File: config.mk
export PLATFORM = sky130hd
export DESIGN_NAME = multichannel_pid_clamped_integral_top
export DESIGN_NICKNAME = d
export VERILOG_FILES = /design/src/sv/mpid_pkg.sv /design/src/sv/multichannel_pid_clamped_integral_top.sv
export SDC_FILE = /design/constraint.sdc
export NUM_CORES = 2
export LEC_CHECK = 0
export BUFFER_PORTS_ARGS = -buffer_cell sky130_fd_sc_hd__buf_2
export CORE_MARGIN = 1
export CORE_UTILIZATION = 48
export DETAILED_ROUTE_END_ITERATION = 8
export MAX_ROUTING_LAYER = met4
export PLACE_DENSITY = 0.68
export SLEW_MARGIN = 10
export SYNTH_ARGS = -nofsm -noshare
export SYNTH_HDL_FRONTEND = slang
export SYNTH_SLANG_ARGS = --single-unit
File: constraint.sdc
create_clock -name i_clk -period 27.4 [get_ports i_clk]
set_input_delay 2.74 -clock i_clk [delete_from_list [all_inputs] [get_ports i_clk]]
set_output_delay 2.74 -clock i_clk [all_outputs]
set_load 0.03 [all_outputs]
File: src/sv/mpid_pkg.sv
// package for the multichannel pid with clamped integral
// widths, register indexes and channel count; no dependencies
`default_nettype none

package mpid_pkg;

    // channel count and field widths
    localparam int NUM_CHANNELS = 4;
    localparam int CHANNEL_W    = 2;
    localparam int SAMPLE_W     = 16;
    localparam int GAIN_W       = 16;
    localparam int LIMIT_W      = 14;
    localparam int DRIVE_W      = 32;
    localparam int GAIN_SHIFT   = 8;

    // internal arithmetic widths
    localparam int ERR_W   = SAMPLE_W + 1;        // target - measured
    localparam int INTEG_W = LIMIT_W + 1;         // clamped integral, signed
    localparam int WIDE_W  = ERR_W + 1;           // integral + error, error delta
    localparam int SUM_W   = GAIN_W + WIDE_W + 2; // three products summed

    // configuration port
    localparam int CFG_IDX_W  = 2;
    localparam int CFG_DATA_W = 16;

    localparam logic [CFG_IDX_W-1:0] REG_PROP_GAIN      = 2'd0;
    localparam logic [CFG_IDX_W-1:0] REG_INTEG_GAIN     = 2'd1;
    localparam logic [CFG_IDX_W-1:0] REG_DERIV_GAIN     = 2'd2;
    localparam logic [CFG_IDX_W-1:0] REG_INTEGRAL_LIMIT = 2'd3;

    localparam logic [LIMIT_W-1:0] LIMIT_RESET = 14'd10000;

    // channels at or above this count are answered with a zero drive
    localparam logic [CHANNEL_W:0] CHANNEL_COUNT = NUM_CHANNELS[CHANNEL_W:0];

endpackage

`default_nettype wire

File: src/sv/multichannel_pid_clamped_integral_top.sv
// top level of the multichannel pid with clamped integral
// depends on mpid_pkg for widths, register indexes and channel count
`default_nettype none

// Positional PID for NUM_CHANNELS loops sharing one set of Q8.8 gains. Each request
// carries a channel, a measured and a target value and yields exactly one result
// carrying the channel and a 32-bit signed drive:
//   error    = target - measured
//   integral = clamp(integral + error, -integral_limit, +integral_limit)
//   drive    = (prop_gain*error + integ_gain*integral
//               + deriv_gain*(error - prev_error)) >>> 8   (floor)
// after which the error becomes the channel's prev_error. Rate: one request per
// cycle, sustained while results are taken without stall; the whole update,
// including the per-channel state read-modify-write, sits between the input
// register and the result register, so requests to the same channel in
// consecutive cycles see each other's state. A stalled result register holds the
// input register too, so the block needs at most two requests of buffering.
// Configuration writes take effect at the clock edge of the write and are meant
// for idle periods. State and registers come out of reset as zero, except
// integral_limit which resets to 10000. A channel at or above NUM_CHANNELS gives a
// zero drive and leaves all state untouched.
module multichannel_pid_clamped_integral_top
    import mpid_pkg::*;
(
    input  wire logic                         i_clk,
    input  wire logic                         i_rst_n,

    // configuration write port
    input  wire logic                         i_cfg_we,
    input  wire logic        [CFG_IDX_W-1:0]  i_cfg_idx,
    input  wire logic        [CFG_DATA_W-1:0] i_cfg_data,

    // sample requests
    input  wire logic                         i_in_valid,
    output logic                              o_in_ready,
    input  wire logic        [CHANNEL_W-1:0]  i_channel,
    input  wire logic signed [SAMPLE_W-1:0]   i_measured,
    input  wire logic signed [SAMPLE_W-1:0]   i_target,

    // drive results
    output logic                              o_out_valid,
    input  wire logic                         i_out_ready,
    output logic             [CHANNEL_W-1:0]  o_out_channel,
    output logic signed      [DRIVE_W-1:0]    o_drive
);

    // configuration registers
    logic signed [GAIN_W-1:0]  r_prop_gain;
    logic signed [GAIN_W-1:0]  r_integ_gain;
    logic signed [GAIN_W-1:0]  r_deriv_gain;
    logic        [LIMIT_W-1:0] r_integral_limit;

    // per-channel loop state
    logic signed [ERR_W-1:0]   r_prev_err [NUM_CHANNELS];
    logic signed [INTEG_W-1:0] r_integ    [NUM_CHANNELS];

    // input register
    logic                       r_in_valid;
    logic [CHANNEL_W-1:0]       r_channel;
    logic signed [SAMPLE_W-1:0] r_measured;
    logic signed [SAMPLE_W-1:0] r_target;

    // result register
    logic                       r_out_valid;
    logic [CHANNEL_W-1:0]       r_out_channel;
    logic signed [DRIVE_W-1:0]  r_drive;

    // datapath
    logic                       in_range;
    logic                       advance;
    logic signed [ERR_W-1:0]    err;
    logic signed [WIDE_W-1:0]   acc_raw;
    logic signed [WIDE_W-1:0]   lim_pos;
    logic signed [WIDE_W-1:0]   lim_neg;
    logic signed [INTEG_W-1:0]  acc_sat;
    logic signed [WIDE_W-1:0]   err_delta;
    logic signed [GAIN_W+ERR_W-1:0]   p_term;
    logic signed [GAIN_W+INTEG_W-1:0] i_term;
    logic signed [GAIN_W+WIDE_W-1:0]  d_term;
    logic signed [SUM_W-1:0]    sum;
    logic signed [DRIVE_W-1:0]  n_drive;

    // handshake: the stage moves when the result register is free or being drained
    assign advance    = r_in_valid && (!r_out_valid || i_out_ready);
    assign o_in_ready = !r_in_valid || advance;

    assign in_range = {1'b0, r_channel} < CHANNEL_COUNT;

    // error and clamped integral
    always_comb begin
        err       = ERR_W'(r_target) - ERR_W'(r_measured);
        acc_raw   = WIDE_W'(r_integ[r_channel]) + WIDE_W'(err);
        lim_pos   = WIDE_W'({1'b0, r_integral_limit});
        lim_neg   = -lim_pos;
        err_delta = WIDE_W'(err) - WIDE_W'(r_prev_err[r_channel]);
        if (acc_raw > lim_pos) begin
            acc_sat = INTEG_W'(lim_pos);
        end else if (acc_raw < lim_neg) begin
            acc_sat = INTEG_W'(lim_neg);
        end else begin
            acc_sat = INTEG_W'(acc_raw);
        end
    end

    // three gain products, summed and scaled back from q8.8
    always_comb begin
        p_term = r_prop_gain * err;
        i_term = r_integ_gain * acc_sat;
        d_term = r_deriv_gain * err_delta;
        sum    = SUM_W'(p_term) + SUM_W'(i_term) + SUM_W'(d_term);
        // floor shift; the scaled sum is under 2^28 in magnitude,
        // so truncation to the 32-bit drive can never lose bits
        if (in_range) begin
            n_drive = DRIVE_W'(sum >>> GAIN_SHIFT);
        end else begin
            n_drive = '0;
        end
    end

    // configuration writes
    always_ff @(posedge i_clk) begin
        if (!i_rst_n) begin
            r_prop_gain      <= '0;
            r_integ_gain     <= '0;
            r_deriv_gain     <= '0;
            r_integral_limit <= LIMIT_RESET;
        end else if (i_cfg_we) begin
            unique case (i_cfg_idx)
                REG_PROP_GAIN:      r_prop_gain      <= i_cfg_data;
                REG_INTEG_GAIN:     r_integ_gain     <= i_cfg_data;
                REG_DERIV_GAIN:     r_deriv_gain     <= i_cfg_data;
                REG_INTEGRAL_LIMIT: r_integral_limit <= i_cfg_data[LIMIT_W-1:0];
                default: ;
            endcase
        end
    end

    // per-channel state update, same edge as the result
    always_ff @(posedge i_clk) begin
        if (!i_rst_n) begin
            for (int c = 0; c < NUM_CHANNELS; c++) begin
                r_prev_err[c] <= '0;
                r_integ[c]    <= '0;
            end
        end else if (advance && in_range) begin
            r_prev_err[r_channel] <= err;
            r_integ[r_channel]    <= acc_sat;
        end
    end

    // input register
    always_ff @(posedge i_clk) begin
        if (!i_rst_n) begin
            r_in_valid <= 1'b0;
        end else if (o_in_ready) begin
            r_in_valid <= i_in_valid;
        end
    end

    always_ff @(posedge i_clk) begin
        if (o_in_ready && i_in_valid) begin
            r_channel  <= i_channel;
            r_measured <= i_measured;
            r_target   <= i_target;
        end
    end

    // result register
    always_ff @(posedge i_clk) begin
        if (!i_rst_n) begin
            r_out_valid <= 1'b0;
        end else if (advance) begin
            r_out_valid <= 1'b1;
        end else if (i_out_ready) begin
            r_out_valid <= 1'b0;
        end
    end

    always_ff @(posedge i_clk) begin
        if (advance) begin
            r_out_channel <= r_channel;
            r_drive       <= n_drive;
        end
    end

    assign o_out_valid   = r_out_valid;
    assign o_out_channel = r_out_channel;
    assign o_drive       = r_drive;

    // a result only appears after the input register held a request
    a_out_from_stage: assert property (@(posedge i_clk) disable iff (!i_rst_n)
        $rose(r_out_valid) |-> $past(r_in_valid))
        else $error("result appeared without a staged request");

    // the stored error is the one just computed for that channel
    a_prev_err_update: assert property (@(posedge i_clk) disable iff (!i_rst_n)
        (advance && in_range) |=> (r_prev_err[$past(r_channel)] == $past(err)))
        else $error("previous error not updated");

    // the stored integral is the clamped sum for that channel
    a_integ_update: assert property (@(posedge i_clk) disable iff (!i_rst_n)
        (advance && in_range) |=> (r_integ[$past(r_channel)] == $past(acc_sat)))
        else $error("integral not updated");

    // a waiting result is never overwritten
    a_no_overwrite: assert property (@(posedge i_clk) disable iff (!i_rst_n)
        (r_out_valid && !i_out_ready) |-> !advance)
        else $error("result overwritten while stalled");

endmodule

`default_nettype wire

Word-level counts from Yosys, hierarchy flattened

Memory sizes are Yosys's and may differ from the RTL's. A register that Yosys moved wholly into a read port is not among the register bits.
Cells that the tools add are included.
Widths: inputs -> output; s select.

RAM bits: 128
Output and inout bits: 36
Register bits after elaboration: 127
Memories kept: 2

Memories:

| name       | depth | width | read ports | clocked after memory_dff | write ports | RTL line                                    | source |
|---|---|---|---|---|---|---|---|
| r_prev_err | 4     | 17    | 1          | 1                        | 4           | multichannel_pid_clamped_integral_top.sv:54 | `logic signed [ERR_W-1:0] r_prev_err [NUM_CHANNELS];` |
| r_integ    | 4     | 15    | 1          | 1                        | 4           | multichannel_pid_clamped_integral_top.sv:55 | `logic signed [INTEG_W-1:0] r_integ [NUM_CHANNELS];` |

$mul: 3
Order comparisons: 2
Muxes and demuxes: 16
Reductions and logical operators: 14
Add/sub/neg operators: 6
Eq/ne operators: 3

Operator list:

| cell               | count |
|---|---|
| $mux 15            | 3 |
| $add 34x34->35     | 1 |
| $add 33x31->34     | 1 |
| $mul 16x18->34     | 1 |
| $mul 16x17->33     | 1 |
| $mul 16x15->31     | 1 |
| $add 15x17->18     | 1 |
| $gt 18x15->1       | 1 |
| $lt 18x18->1       | 1 |
| $neg 14->18        | 1 |
| $sub 17x17->18     | 1 |
| $mux 17            | 1 |
| $reduce_or 17->1   | 1 |
| $sub 16x16->17     | 1 |
| $reduce_or 15->1   | 1 |
| $mux 1             | 8 |
| $mux 2             | 4 |
| $reduce_and 2->1   | 4 |
| $eq 2x2->1 const B | 2 |
| $eq 2x1->1 const B | 1 |
| $logic_and 1x1->1  | 2 |
| $logic_not 1->1    | 2 |
| $logic_not 2->1    | 1 |
| $logic_or 1x1->1   | 2 |
| $reduce_bool 2->1  | 1 |

Logic depth before layout (Yosys ltp)

Depth in word-level cells: 8
Gate-level depth with buffers: 61

Worst setup path before layout

OpenSTA, ideal clock, no wires.

Kind: register to register
Start point: register r_target[0]
End point: register o_drive[26] (netlist name)
Period minus slack after synthesis: 13.475 ns
Cell stages (with the launch flop): 52
Path buffers: 3
Arrival: 13.207 ns
Slack: 13.925 ns
Path through: edfxtp_1 -> inv_1 -> ha_1 -> inv_1 -> fa_1 -> a21o_1 -> a21oi_1 -> o21ai_0 -> a21oi_1 -> o21bai_1 -> a41oi_1 -> a21oi_1 -> xnor2_1 -> inv_1 -> clkbuf_1 -> ha_1 -> and3_1 -> and3_1 -> [... 16 more ...] -> fa_1 -> fa_1 -> fa_1 -> fa_1 -> fa_1 -> fa_1 -> fa_1 -> inv_1 -> ha_1 -> a21o_1 -> a21o_1 -> a221oi_1 -> o22ai_1 -> a31oi_1 -> o21ai_0 -> a41o_1 -> o41ai_1 -> xnor2_1

Longest elaborated chain between the ends: 8
Elaborated cells on any way between the ends: 12

Ends and longest elaborated chain:

| what                   | RTL line                                     | source |
|---|---|---|
| from (decl)            | multichannel_pid_clamped_integral_top.sv:61  | `logic signed [SAMPLE_W-1:0] r_target;` |
| from (signal assigned) | multichannel_pid_clamped_integral_top.sv:164 | `r_target <= i_target;` |
| $sub 16x16->17 *       | multichannel_pid_clamped_integral_top.sv:91  | `err = ERR_W'(r_target) - ERR_W'(r_measured);` |
| $add 15x17->18         | multichannel_pid_clamped_integral_top.sv:92  | `acc_raw = WIDE_W'(r_integ[r_channel]) + WIDE_W'(err);` |
| $lt 18x18->1           | multichannel_pid_clamped_integral_top.sv:98  | `end else if (acc_raw < lim_neg) begin` |
| $mux 15                | multichannel_pid_clamped_integral_top.sv:98  |  |
| $mux 15                | multichannel_pid_clamped_integral_top.sv:96  | `if (acc_raw > lim_pos) begin` |
| $mul 16x15->31         | multichannel_pid_clamped_integral_top.sv:108 | `i_term = r_integ_gain * acc_sat;` |
| $add 33x31->34         | multichannel_pid_clamped_integral_top.sv:110 | `sum = SUM_W'(p_term) + SUM_W'(i_term) + SUM_W'(d_term);` |
| $add 34x34->35 *       | multichannel_pid_clamped_integral_top.sv:110 |  |
| net sum[34]            | multichannel_pid_clamped_integral_top.sv:80  | `logic signed [SUM_W-1:0] sum;` |

The timed path passes the listed nets; every way through them passes the cells marked *.
A chain may end at the register's enable or synchronous reset.

Final worst setup path

Start point: register r_target[1]
End point: register o_drive[26] (netlist name)

Longest elaborated chain between the ends: 8
Elaborated cells on any way between the ends: 12

Ends and longest elaborated chain:

| what             | RTL line |
|---|---|
| $sub 16x16->17 * | multichannel_pid_clamped_integral_top.sv:91 |
| $add 15x17->18   | multichannel_pid_clamped_integral_top.sv:92 |
| $lt 18x18->1     | multichannel_pid_clamped_integral_top.sv:98 |
| $mux 15          | multichannel_pid_clamped_integral_top.sv:98 |
| $mux 15          | multichannel_pid_clamped_integral_top.sv:96 |
| $mul 16x15->31   | multichannel_pid_clamped_integral_top.sv:108 |
| $add 33x31->34   | multichannel_pid_clamped_integral_top.sv:110 |
| $add 34x34->35 * | multichannel_pid_clamped_integral_top.sv:110 |
| net sum[34]      | multichannel_pid_clamped_integral_top.sv:80 |

Marks and branches as above.

==> results_dict.tcl <==
set metrics [dict create \
    critPathLaunchType "flip-flop" \
    r2r_cells 53 \
    wl_met1_um 47600 \
    h-tree-depth 2 \
    clk_pin_slew_ns 0.06 \
    area_delta_synth_final_pct 6.26 \
    fin_setup_tns_ns 0 \
    synthArstFlopShare 0 \
    grt_use_total 0.277 \
    post_drt_via_cell_ratio 5.36 \
    cts_setup_buffers 0 \
    clk_latency_ns 0.57 \
    route.met3.wl_um 9450 \
    synth_area_mm2 0.0437 \
    power_frac_comb 0.785 \
    placed_cells 5540 \
    power.share.clock 0.092 \
    setup_slack_ns 11.01 \
    wl_met2_um 54100 \
    first_pass_iters 5 \
    cp_max_fo 28 \
    p_seq_frac 0.123 \
    numCtsBuffers 35 \
    vias 30100 \
    antenna_found_initial 3 \
    post-dp-hpwl_um 97600 \
    fin_total_pwr_uw 5010 \
    maxSlewViolCount 0 \
    synth_edf_count 191 \
    cp.arrival_ns 16.70 \
    num-fill-cells 8128 \
    max_stage_delay_ns 0.79 \
    synth.most_common_cell "inv_1" \
    crit_family "compound AO/OA/AOI/OAI gates" \
    ir_drop_v 0.000212 \
    ant_nets 0 \
    gr-total-overflow 0 \
    max_freq_ghz 0.0610 \
    dieArea_mm2 0.0924 \
    n_antenna_cell 0 \
    yosysTopAreaCell "fa_1" \
    r2r_start "r_target[1]$_DFFE_PP_" \
    syn_avg_cell_area_um2 9.91 \
    netlist.area_leader.share 0.434 \
    synth_nets 5678 \
    start_util 0.485 \
    die_w_um 304 \
    hold_depth 2 \
    core_mm2 0.0901 \
    ys_seq_area_frac 0.161 \
    root_buffer "clkbuf_16" \
    drc 0 \
    wire_per_inst_um 20.9 \
    setup_viol 0 \
    critPathRequiredTime_ns 27.71 \
    dieHeight_um 304 \
    finalNetCount 5663 \
    grt_setup_unrepaired "false" \
    cp-startpoint "r_target[1]$_DFFE_PP_" \
    path_buf_inv 9 \
    hold_start "r_integral_limit[1]$_SDFFE_PN0P_" \
    io_pins 93 \
    drt_wl_total_um 117000 \
    grt_max_degree 71 \
    cts_tree "yes" \
    portBuffers 92 \
    tightestPinTransition_ns 1.18 \
    period_share 0.598 \
    highest_layer "met4" \
    slew_headroom 0.213 \
    std_cell_rows 110 \
    fin_worst_skew_ns 0.0275 \
    stdcell_count 5604 \
    outcome "complete, no violations" \
    cts_sinks 257 \
    yosys-top-cells-area "fa_1, edfxtp_1, inv_1, ha_1, nand2_1" \
    clk_path_buf_depth 3 \
    yosys_warnings 0 \
    cp-end-kind "flip-flop" \
    yosys-top-cells-count "inv_1, fa_1, nand2_1" \
    rrSetupSlack_ns 11.01 \
    fin_crit_ns 16.39 \
    cts_resized 0 \
    grt_pass1_vias 32700 \
    synth_flop_cell "edfxtp_1" \
    drt_iter0_markers 2398 \
    finalWeightedCongestion 0.944 \
    synth.distinct_cells 76 \
    holdBufCountCts 0 \
    power_switching_uw 2620 \
    hold_path_class "flip-flop to flip-flop" \
    synth_cells 4416 \
    grt_pass1_wl_um 190000 \
    p_leak_uw 0.0221 \
    cellPowerDensity_mw_per_mm2 108 \
    drive_above_1_share 0.0653 \
    p_int_uw 2380 \
    critPathSlowestCell "a31oi_4" \
    criticalPathCategory "flip-flop to flip-flop" \
    dp_worst_setup_slack_ns 11.11 \
    hold_viol_final 0 \
    sw_frac_of_total 0.524 \
    cp.depth 53 \
    drv_cap 0 \
    ys_seq_elements 257 \
]
## placed cells by master, fill, tap and decap left out, types with 57 or more instances in the layout
master and count:
buf_2 92, a21boi_0 65, edfxtp_1 191, ha_1 256
fa_1 949, dfxtp_1 65, nor2_1 159, buf_4 57
inv_1 1049, nand2_1 614, nor2b_1 61, xnor2_1 62
and2_1 254
## state kept, by name, indices dropped and copies added (netlist names), 2 cells and up, named ones only
register and count:
r_prop_gain 16, o_drive 27, r_integ_gain 16, r_deriv_gain 16, r_integ 60, r_channel 2, r_measured 16, r_target 16
r_integral_limit 14, o_out_channel 2, r_prev_err 68
## worst paths after layout
kind | to
worst max-delay path | o_drive[26]$_DFFE_PP_
worst min-delay path | r_integral_limit[1]$_SDFFE_PN0P_
worst max register to register | o_drive[26]$_DFFE_PP_
worst min register to register | r_integral_limit[1]$_SDFFE_PN0P_
## layer usage
layer,global-route usage,vias to the layer above
li1,-,13100
met1,0.362,15400
met2,0.427,1223
met3,0.0463,288
met4,0.119,0
met5,-,-
## per-stage QoR
| stage | instance area [µm²] | hold slack [ns] | util |
|---|---|---|---|
| detailed placement | 45400 | 0.518 | 0.503 |
| CTS | 46500 | 0.528 | 0.516 |
| global placement | 45400 | 0.513 | 0.503 |
| global route | 46500 | 0.577 | 0.516 |
| floorplan | 43700 | 0.457 | - |
| finish | 46500 | 0.529 | 0.516 |
## final cells by class
class	instances	area [µm²]	share of cell area
Clock buffer	40	895	0.0192
Clock inverter	24	241	0.00519
Inverter	1052	3950	0.0849
Multi-Input combinational cell	2906	32000	0.688
Sequential cell	257	7060	0.152
Tap cell	1176	1470	0.0317
Timing Repair Buffer	149	888	0.0191
## cells by family after synthesis
| group | after synthesis | share of synthesized area |
|---|---|---|
| mux | 52 | 0.0214 |
| compound gates | 284 | 0.0450 |
| flops | 257 | 0.161 |
| xor+xnor | 81 | 0.0162 |
| buf+inv | 1253 | 0.110 |
| simple gates | 1283 | 0.139 |
| fa+ha+maj | 1206 | 0.508 |
## worst reg2reg max path: cells and delay by family (launching register included)
kind                     cells  cell delay, ns
AND/OR/NAND/NOR              8            1.21
XOR/XNOR                     3            1.22
adder cells (fa/ha/maj)     13            5.75
flip-flops                   1            0.42
buffers and inverters        9            1.04
AO/OA/AOI/OAI               19            6.06
multiplexers                 1            0.44
## power groups by stage
stage	Sequential (µW)	Combinational, µW	Clock (µW)
global route	623	4380	481
global placement	626	3860	0
detailed placement	626	3860	0
finish	618	3930	459
CTS	619	3940	468
floorplan	654	2640	0
(Power assumes the default switching activity.)
